<file path="src/hdl/pci_pkg.sv">
`timescale 1ns / 1ps

package pci_pkg;

  // Field widths of the item channels and the register file
  localparam int SAMPLE_W  = 14;
  localparam int BCOUNT_W  = 11;
  localparam int GSTART_W  = 12;
  localparam int GSTOP_W   = 13;
  localparam int CHARGE_W  = 36;
  localparam int PADDR_W   = 4;
  localparam int PDATA_W   = 32;

  // Largest baseline window that counts as a valid setup
  localparam logic [BCOUNT_W-1:0] BASELINE_MAX = BCOUNT_W'(1024);

  // Charge accumulator saturates here
  localparam logic [CHARGE_W-1:0] CHARGE_MAX = {CHARGE_W{1'b1}};

  // Register reset values
  localparam logic [BCOUNT_W-1:0] BCOUNT_RST = BCOUNT_W'(200);
  localparam logic [GSTART_W-1:0] GSTART_RST = GSTART_W'(400);
  localparam logic [GSTOP_W-1:0]  GSTOP_RST  = GSTOP_W'(900);

  // Register index codes (byte address / 4)
  localparam logic [1:0] REG_BASELINE_COUNT = 2'd0;
  localparam logic [1:0] REG_GATE_START     = 2'd1;
  localparam logic [1:0] REG_GATE_STOP      = 2'd2;

  typedef struct packed {
    logic [SAMPLE_W-1:0] sample_value;
    logic                record_end;
  } in_item_t;

  typedef struct packed {
    logic [CHARGE_W-1:0] scaled_charge;
    logic                short_record;
  } out_item_t;

  typedef struct packed {
    logic [BCOUNT_W-1:0] baseline_count;
    logic [GSTART_W-1:0] gate_start;
    logic [GSTOP_W-1:0]  gate_stop;
  } cfg_t;

endpackage

</file>
<file path="src/hdl/pci_regs.sv">
`timescale 1ns / 1ps

module pci_regs (
  input  logic                    clk,
  input  logic                    rst_n,
  input  logic                    psel,
  input  logic                    penable,
  input  logic                    pwrite,
  input  logic [pci_pkg::PADDR_W-1:0] paddr,
  input  logic [pci_pkg::PDATA_W-1:0] pwdata,
  output logic [pci_pkg::PDATA_W-1:0] prdata,
  output logic                    pready,
  output pci_pkg::cfg_t           cfg
);
  import pci_pkg::*;

  cfg_t       cfg_r;
  logic       wr_en;
  logic [1:0] reg_idx;

  assign pready  = 1'b1;
  assign reg_idx = paddr[PADDR_W-1:2];
  assign wr_en   = psel && penable && pwrite;
  assign cfg     = cfg_r;

  // Register writes; addresses past the last register are ignored
  always_ff @(posedge clk) begin
    if (!rst_n) begin
      cfg_r.baseline_count <= BCOUNT_RST;
      cfg_r.gate_start     <= GSTART_RST;
      cfg_r.gate_stop      <= GSTOP_RST;
    end else if (wr_en) begin
      case (reg_idx)
        REG_BASELINE_COUNT: cfg_r.baseline_count <= pwdata[BCOUNT_W-1:0];
        REG_GATE_START:     cfg_r.gate_start     <= pwdata[GSTART_W-1:0];
        REG_GATE_STOP:      cfg_r.gate_stop      <= pwdata[GSTOP_W-1:0];
        default: ;
      endcase
    end
  end

  // Read mux
  always_comb begin
    case (reg_idx)
      REG_BASELINE_COUNT: prdata = PDATA_W'(cfg_r.baseline_count);
      REG_GATE_START:     prdata = PDATA_W'(cfg_r.gate_start);
      REG_GATE_STOP:      prdata = PDATA_W'(cfg_r.gate_stop);
      default:            prdata = '0;
    endcase
  end

endmodule

</file>
<file path="src/hdl/pulse_charge_integrator.sv">
`timescale 1ns / 1ps

// Channel  | Ports                                   | Moves
// ---------+-----------------------------------------+-----------------------------
// input    | in_valid, in_stall, in_data             | one sample item per accept
// result   | out_valid, out_stall, out_data          | one charge item per record
// config   | psel, penable, pwrite, paddr, pwdata,   | baseline_count @0x0,
//          | prdata, pready                          | gate_start @0x4, gate_stop @0x8
//
// One sample item is taken every clock while in_stall is low. Three register
// stages: input register, product/baseline stage, result register; a record_end
// item reaches the result register through the product/baseline stage. The charge
// accumulator update (abs diff plus saturating add) sets the per-sample cycle.
// Reset (rst_n low, synchronous) empties the pipe, clears the record state and
// loads the register defaults. out_stall holds the result register; items keep
// flowing until a second record_end reaches the stage behind it.

module pulse_charge_integrator #(
  parameter int MAX_RECORD  = 4096,
  parameter int SAMPLE_BITS = 14
) (
  input  logic                        clk,
  input  logic                        rst_n,
  input  logic                        psel,
  input  logic                        penable,
  input  logic                        pwrite,
  input  logic [pci_pkg::PADDR_W-1:0] paddr,
  input  logic [pci_pkg::PDATA_W-1:0] pwdata,
  output logic [pci_pkg::PDATA_W-1:0] prdata,
  output logic                        pready,
  input  logic                        in_valid,
  output logic                        in_stall,
  input  pci_pkg::in_item_t           in_data,
  output logic                        out_valid,
  input  logic                        out_stall,
  output pci_pkg::out_item_t          out_data
);
  import pci_pkg::*;

  localparam int SW = (SAMPLE_BITS < SAMPLE_W) ? SAMPLE_BITS : SAMPLE_W;
  localparam int IW = $clog2(MAX_RECORD + 1);
  localparam int CW = (IW > GSTOP_W) ? IW : GSTOP_W;
  localparam int BW = SW + BCOUNT_W;

  cfg_t cfg;

  pci_regs u_regs (
    .clk     (clk),
    .rst_n   (rst_n),
    .psel    (psel),
    .penable (penable),
    .pwrite  (pwrite),
    .paddr   (paddr),
    .pwdata  (pwdata),
    .prdata  (prdata),
    .pready  (pready),
    .cfg     (cfg)
  );

  // Pipeline registers
  logic            a_v_r, a_last_r;
  logic [SW-1:0]   a_s_r;
  logic [IW-1:0]   idx_r;
  logic [BW-1:0]   bsum_r;
  logic            b_v_r, b_last_r, b_gate_r, b_short_r;
  logic [BW-1:0]   b_bsum_r, b_prod_r;
  logic [CHARGE_W-1:0] acc_r;
  logic            out_v_r;
  out_item_t       out_r;

  logic out_free, b_adv, a_adv, in_acc, a_go, b_go;

  // Flow control
  assign out_free = !out_v_r || !out_stall;
  assign b_adv    = !b_v_r || !b_last_r || out_free;
  assign a_adv    = !a_v_r || b_adv;
  assign in_stall = !a_adv;
  assign in_acc   = in_valid && !in_stall;
  assign a_go     = a_v_r && a_adv;
  assign b_go     = b_v_r && b_adv;

  // Stage A: index windows, baseline sum, product
  logic [CW-1:0] idx_c;
  logic          active, in_base, in_gate, setup_bad, too_short;
  logic [IW-1:0] idx_nxt;
  logic [BW-1:0] bsum_nxt, prod_nxt;

  always_comb begin
    idx_c     = CW'(idx_r);
    active    = idx_r < IW'(MAX_RECORD);
    in_base   = active && (idx_c < CW'(cfg.baseline_count));
    in_gate   = active && (idx_c >= CW'(cfg.gate_start)) && (idx_c < CW'(cfg.gate_stop));
    bsum_nxt  = bsum_r + (in_base ? BW'(a_s_r) : '0);
    idx_nxt   = active ? idx_r + 1'b1 : idx_r;
    prod_nxt  = BW'(cfg.baseline_count) * BW'(a_s_r);
    setup_bad = (cfg.baseline_count == '0) || (cfg.baseline_count > BASELINE_MAX) ||
                (cfg.gate_start < GSTART_W'(cfg.baseline_count));
    too_short = CW'(idx_nxt) < CW'(cfg.gate_stop);
  end

  // Stage B: abs difference and saturating accumulate
  logic [BW-1:0]       diff;
  logic [CHARGE_W:0]   acc_sum;
  logic [CHARGE_W-1:0] acc_nxt;

  always_comb begin
    diff    = (b_bsum_r >= b_prod_r) ? (b_bsum_r - b_prod_r) : (b_prod_r - b_bsum_r);
    acc_sum = {1'b0, acc_r} + (b_gate_r ? (CHARGE_W + 1)'(diff) : '0);
    acc_nxt = acc_sum[CHARGE_W] ? CHARGE_MAX : acc_sum[CHARGE_W-1:0];
  end

  // Input register
  always_ff @(posedge clk) begin
    if (!rst_n) begin
      a_v_r <= 1'b0;
    end else if (a_adv) begin
      a_v_r <= in_acc;
    end
    if (in_acc) begin
      a_s_r    <= in_data.sample_value[SW-1:0];
      a_last_r <= in_data.record_end;
    end
  end

  // Per-record index and baseline state, cleared at record end
  always_ff @(posedge clk) begin
    if (!rst_n) begin
      idx_r  <= '0;
      bsum_r <= '0;
    end else if (a_go) begin
      idx_r  <= a_last_r ? '0 : idx_nxt;
      bsum_r <= a_last_r ? '0 : bsum_nxt;
    end
  end

  // Stage B register
  always_ff @(posedge clk) begin
    if (!rst_n) begin
      b_v_r <= 1'b0;
    end else if (b_adv) begin
      b_v_r <= a_v_r;
    end
    if (a_go) begin
      b_bsum_r  <= bsum_nxt;
      b_prod_r  <= prod_nxt;
      b_gate_r  <= in_gate;
      b_last_r  <= a_last_r;
      b_short_r <= setup_bad || too_short;
    end
  end

  // Charge accumulator
  always_ff @(posedge clk) begin
    if (!rst_n) begin
      acc_r <= '0;
    end else if (b_go) begin
      acc_r <= b_last_r ? '0 : acc_nxt;
    end
  end

  // Result register
  always_ff @(posedge clk) begin
    if (!rst_n) begin
      out_v_r <= 1'b0;
    end else if (out_free) begin
      out_v_r <= b_go && b_last_r;
    end
    if (b_go && b_last_r) begin
      out_r.scaled_charge <= acc_nxt;
      out_r.short_record  <= b_short_r;
    end
  end

  assign out_valid = out_v_r;
  assign out_data  = out_r;

endmodule

</file>
<file path="config.mk">
export PLATFORM = sky130hd
export DESIGN_NAME = pulse_charge_integrator
export DESIGN_NICKNAME = d
export VERILOG_FILES = /design/src/hdl/pci_pkg.sv /design/src/hdl/pci_regs.sv /design/src/hdl/pulse_charge_integrator.sv
export SDC_FILE = /design/constraint.sdc
export NUM_CORES = 1
export LEC_CHECK = 0
export BUFFER_PORTS_ARGS = -buffer_cell sky130_fd_sc_hd__buf_2
export CAP_MARGIN = 20
export CORE_MARGIN = 2
export CORE_UTILIZATION = 50
export CTS_CLUSTER_DIAMETER = 30
export DETAILED_ROUTE_END_ITERATION = 16
export HOLD_SLACK_MARGIN = 0.03
export PLACE_DENSITY = 0.8
export RECOVER_POWER = 25
export SYNTH_ARGS = -nofsm -noshare
export SYNTH_HDL_FRONTEND = slang
export SYNTH_SLANG_ARGS = --single-unit
</file>
<file path="constraint.sdc">
create_clock -name clk -period 10.89 [get_ports clk]
set_input_delay 0.5445 -clock clk [delete_from_list [all_inputs] [get_ports clk]]
set_output_delay 0.5445 -clock clk [all_outputs]
set_load 0.05 [all_outputs]
</file>
## After elaboration in Yosys (flattened, before gate mapping)

Cells that the tools add are included.

- Output and inout bits: 72
- Input port bits: 58
- Bits in registers: 218
- Word-level logic and storage cells: 70

- Reductions and logical operators: 27
- Magnitude comparators: 8
- Add/sub/neg operators: 5
- Multiplexer cells: 9
- Eq/ne operators: 2
- $mul: 1

Operators with widths:

| kind | number |
|---|---|
| 25-bit two-way mux | 3 |
| 36-bit two-way mux | 2 |
| 25-bit subtractor | 2 |
| 13-bit one-hot mux with 3 select lines | 1 |
| 36-bit by 25-bit adder with 37-bit output | 1 |
| 13-bit < comparator | 2 |
| 13-bit two-way mux | 2 |
| 25-bit by 14-bit adder with 25-bit output | 1 |
| 25-bit greater-or-equal comparator | 1 |
| 11-bit by 14-bit multiplier with 25-bit output | 1 |
| 14-bit two-way mux | 1 |
| 13-bit by 1-bit adder with 13-bit output (second input constant) | 1 |
| 13-bit by 12-bit greater-or-equal comparator with 1-bit output | 1 |
| 13-bit by 11-bit < comparator with 1-bit output | 1 |
| 13-bit < comparator (second input constant) | 1 |
| 12-bit by 11-bit < comparator with 1-bit output | 1 |
| 11-bit > comparator (second input constant) | 1 |
| 11-bit zero test | 1 |
| 1-bit logical AND | 9 |
| 1-bit logical OR | 7 |
| 1-bit zero test | 6 |
| 2-bit AND reduction | 3 |
| 2-bit by 1-bit equality test with 1-bit output (second input constant) | 1 |
| 2-bit equality test (second input constant) | 1 |
| 2-bit zero test | 1 |

## Depth between registers and ports, before layout

- Depth in word-level cells: 6
- Gate-level depth with buffers: 26

## Hierarchy

From an unflattened synthesis, not the netlist that was laid out.

- Cells, all modules: 2,207
- Area total of the unflattened synthesis: 19,637.6 um^2

Modules (own cells, without submodules):

| module | area an instance (um^2) | cells an instance | times used |
|---|---|---|---|
| pulse_charge_integrator | 17,783.3 | 1,994 | 1 |
| pci_regs | 1,854.3 | 213 | 1 |

## Least setup slack after synthesis

No wires, ideal clock.

- Path type: reg2reg
- Start point: register u_regs.cfg_r (netlist bit u_regs.cfg[27])
- End point: register b_prod_r[23], data pin
- Setup slack: 5,127 ps
- Library setup time: 258 ps
- Required time: 10,632 ps
- Arrival time: 5,506 ps
- Path buffers: 2
- Period minus slack after synthesis: 5,763 ps
- Cell stages (with the launch flop): 22
- Path through: dfxtp_1 -> clkbuf_1 -> clkbuf_1 -> nand2_1 -> fa_1 -> inv_1 -> fa_1 -> inv_1 -> fa_1 -> inv_1 -> fa_1 -> fa_1 -> ha_1 -> o21a_1 -> nor2_1 -> o31ai_1 -> a2111oi_0 -> nor2_1 -> a2111oi_0 -> o21bai_1 -> a21oi_1 -> xnor2_1

- Word-level cells in the longest chain between the ends: 1

Ends and longest elaborated chain:

| item | RTL line | source |
|---|---|---|
| from (decl) | pci_regs.sv:17 | `cfg_t cfg_r;` |
| 11-bit by 14-bit multiplier with 25-bit output | pulse_charge_integrator.sv:95 | `prod_nxt = BW'(cfg.baseline_count) * BW'(a_s_r);` |
| named net prod_nxt[23] | pulse_charge_integrator.sv:86 | `logic [BW-1:0] bsum_nxt, prod_nxt;` |
| to (signal assigned) | pulse_charge_integrator.sv:145 | `b_prod_r <= prod_nxt;` |
| to (decl) | pulse_charge_integrator.sv:66 | `logic [BW-1:0] b_bsum_r, b_prod_r;` |

The timed path passes the listed nets, and every way through them passes these cells.
A chain may end at the register's enable or synchronous reset.

## Worst setup path in the final report

Ends and elaborated chain as after synthesis.

==> metrics <==
outcome finished with violations; violated checks capacitance limit, slew limit; fmax 0.149 GHz; worst-case clock skew 0.0288 ns; Worst Hold Endpoint a_s_r[12]$_DFFE_PP_; Initial Util 50.9%; Synth Instances 2229; floorplan row count 72; dpl cells 2737; FF+latch count, synth 218; grt total ovfl 0; P per Cell Area 164 nW/um^2; Final nets 2650; Final Hold Vio Count 0; Non-Filler Instances 2831; setup ws final 4.19 ns; Setup Total Neg Slack 0 ns; CTS tree done; GR Util met2 39.9%; final WL 47100 um; Die Wd 203 um; Least-Margin Pin Slew 3.30 ns; Die Area 41100 sq um; Final period util 61.5%; Post-CTS Setup Repair Bufs 0; CP Capture Type flop; largest net degree at the start of global routing 85; Place WS 4.32 ns; Worst-path clk slew 0.05 ns; drt pass-1 iters 6; Max Buffers Root-to-Sink 3; synth cell count leaders nand2_1 (275), inv_1 (251), ha_1 (208); # port buffers 88; Worst VDD drop 0.116 mV; Avg Inst Size Synth 8.87 sq um; Die Y 203 um; Area contributors post-synth edfxtp_1 (16%), ha_1 (13%), dfxtp_1 (11%), fa_1 (11%), nand2_1 (5.2%); Synth area leader edfxtp_1; most used routing layer met2; H-tree Lvls 2; CP Max Fanout 18; met1 Usage GRT 28.8%; routability congestion estimate 0.898; top-level I/O count 130; worst reg-to-reg path cell count 19; Multi-input gate area 12900 sq um; Critical Path Start Type flop; unrepaired setup endpoints after global routing no; ANT cells 0; final instance area 22100 sq um; first-pass GRT wire length 78500 um; vias in the first global route 16.4k; routing usage on met3 3.15%; R2R Setup Slk 4.19 ns; Yosys warning total 0; Post-synth top flop dfxtp_1; Reg-to-Reg Start u_regs.cfg[27]$_SDFFE_PN0P_; Final HPWL DP 35100 um; Synth top area share 16.0%; count leader, synth nand2_1; clk root buf clkbuf_16; total number of vias 15.9k; worst setup path startpoint u_regs.cfg[27]$_SDFFE_PN0P_; LEAKAGE 10.0 nW; max_slew headroom -120%; Distinct cells, synth 81; fillcell total 3341; reg2reg end b_prod_r[23]$_DFFE_PP_; core outline area 38800 sq um; sequential fraction of the synthesis area 27.4%; mapped cell area 19800 sq um; Num CTS Buffers 48; initial DRC count 875; # setup viols final 0; Post-synth EDFFs 105; hold buffers post-CTS 0; worst hold start in_data[13]; hold path depth 1; GRT Total Usage 23.0%; area delta synth->final 11.8%; antenna violations before repair 0; Residual DRC 0; dpl cell area 20400 sq um; CP Class flop to flop; post-route ant nets 0; clock sinks 218; clock latency on the worst-skew pair 0.57 ns; CP Data Arrival Time 7.02 ns; share of layout cells above drive strength 1 9.17%; Final Max Tran Viols 118; drt via density 5.62; Required @ worst endpoint 11.21 ns; HP Class input pin to flop; ys async rst share 0%; fin crit period 6.70 ns; PostCTS Resize Cnt 0; routed length per instance 16.6 um; Max-cap violations 2; register area 5420 sq um
==> sequential cells by signal (all words and copies together), names as in the netlist <==
register and flops:
out_data 37, acc_r 36, u_regs.cfg 36, b_bsum_r 25, b_prod_r 25, bsum_r 25, a_s_r 14, idx_c 13
a_last_r 1, a_v_r 1, b_gate_r 1, b_last_r 1, b_short_r 1, b_v_r 1, out_valid 1
==> layout by cell type, fill, tap and decap left out, drive strengths merged, types with 26 or more instances in the layout <==
cell,count
a21boi,35
a21o,54
a21oi,122
a22o,28
and2,108
buf,92
clkbuf,76
dfxtp,113
edfxtp,105
fa,111
ha,208
inv,255
mux2i,31
nand2,275
nand3,40
nor2,64
nor2b,51
nor3,26
o21ai,90
xnor2,74
==> worst max-delay path by stage <==
stage | endpoint | slack [ns] | cells past startpoint
final | b_prod_r[23]$_DFFE_PP_ | 4.19 | 19
after global routing | b_prod_r[23]$_DFFE_PP_ | 3.77 | 19
after CTS | b_prod_r[23]$_DFFE_PP_ | 4.29 | 19
after detailed placement | b_prod_r[23]$_DFFE_PP_ | 4.32 | 19
after global placement | out_data[34]$_DFFE_PP_ | 4.44 | 19
after floorplan | b_prod_r[23]$_DFFE_PP_ | 5.13 | 21
==> per-stage QoR <==
step | utilization [%] | hold WS [ns] | power, W
2_1_floorplan | - | 0.400 | 0.00193
3_3_place_gp | 52.6 | 0.415 | 0.00215
3_5_place_dp | 52.6 | 0.413 | 0.00218
4_1_cts | 56.8 | 0.136 | 0.00364
5_1_grt | 56.9 | 0.135 | 0.00384
6_report | 56.9 | 0.146 | 0.00363
==> layout make-up <==
| class | count | share of cell area [%] |
|---|---|---|
| multi-input combinational | 1653 | 58.4 |
| sequential | 218 | 24.5 |
| clock buffer | 67 | 6.08 |
| inverter | 251 | 4.26 |
| tap | 518 | 2.93 |
| timing repair buffer | 101 | 2.58 |
| clock inverter | 23 | 1.26 |
==> logic make-up after synthesis <==
group	count (synthesis)	share of synthesized area (%)
and+or+nand+nor	670	16.8
AOI/OAI and AO/OA	503	17.1
buffers and inverters	376	7.70
adders and majority gates	319	24.4
DFF	218	27.4
xor gates and xnor gates	99	4.39
muxes	42	2.20
other	2	0.0380
==> per-layer routing <==
metal	share of wire (%)	up-vias
met5	0	-
met1	43	7604
li1	-	7701
met3	5.3	118
met4	3.3	0
met2	48	479
==> worst max-delay path, stage by stage, from the launching register on <==
cell and delay, ns:
dfxtp_1 0.89, nand2_1 0.18, fa_1 0.57, inv_1 0.05, fa_1 0.41, inv_1 0.10, fa_1 0.42, fa_1 0.54
inv_1 0.05, fa_1 0.47, ha_1 0.37, o21a_1 0.20, nor2_1 0.17, o31ai_1 0.12, a2111oi_0 0.65, nor2_1 0.22
a2111oi_0 0.59, o21bai_1 0.16, a21oi_1 0.20, xnor2_1 0.08
==> power by group <==
group	leakage [nW]	switching, W	internal [W]
Combinational	7.36	0.000731	0.000479
Sequential	1.87	0.0000449	0.000941
Clock	0.796	0.000480	0.000958
Power figures use the tool's default switching activity.
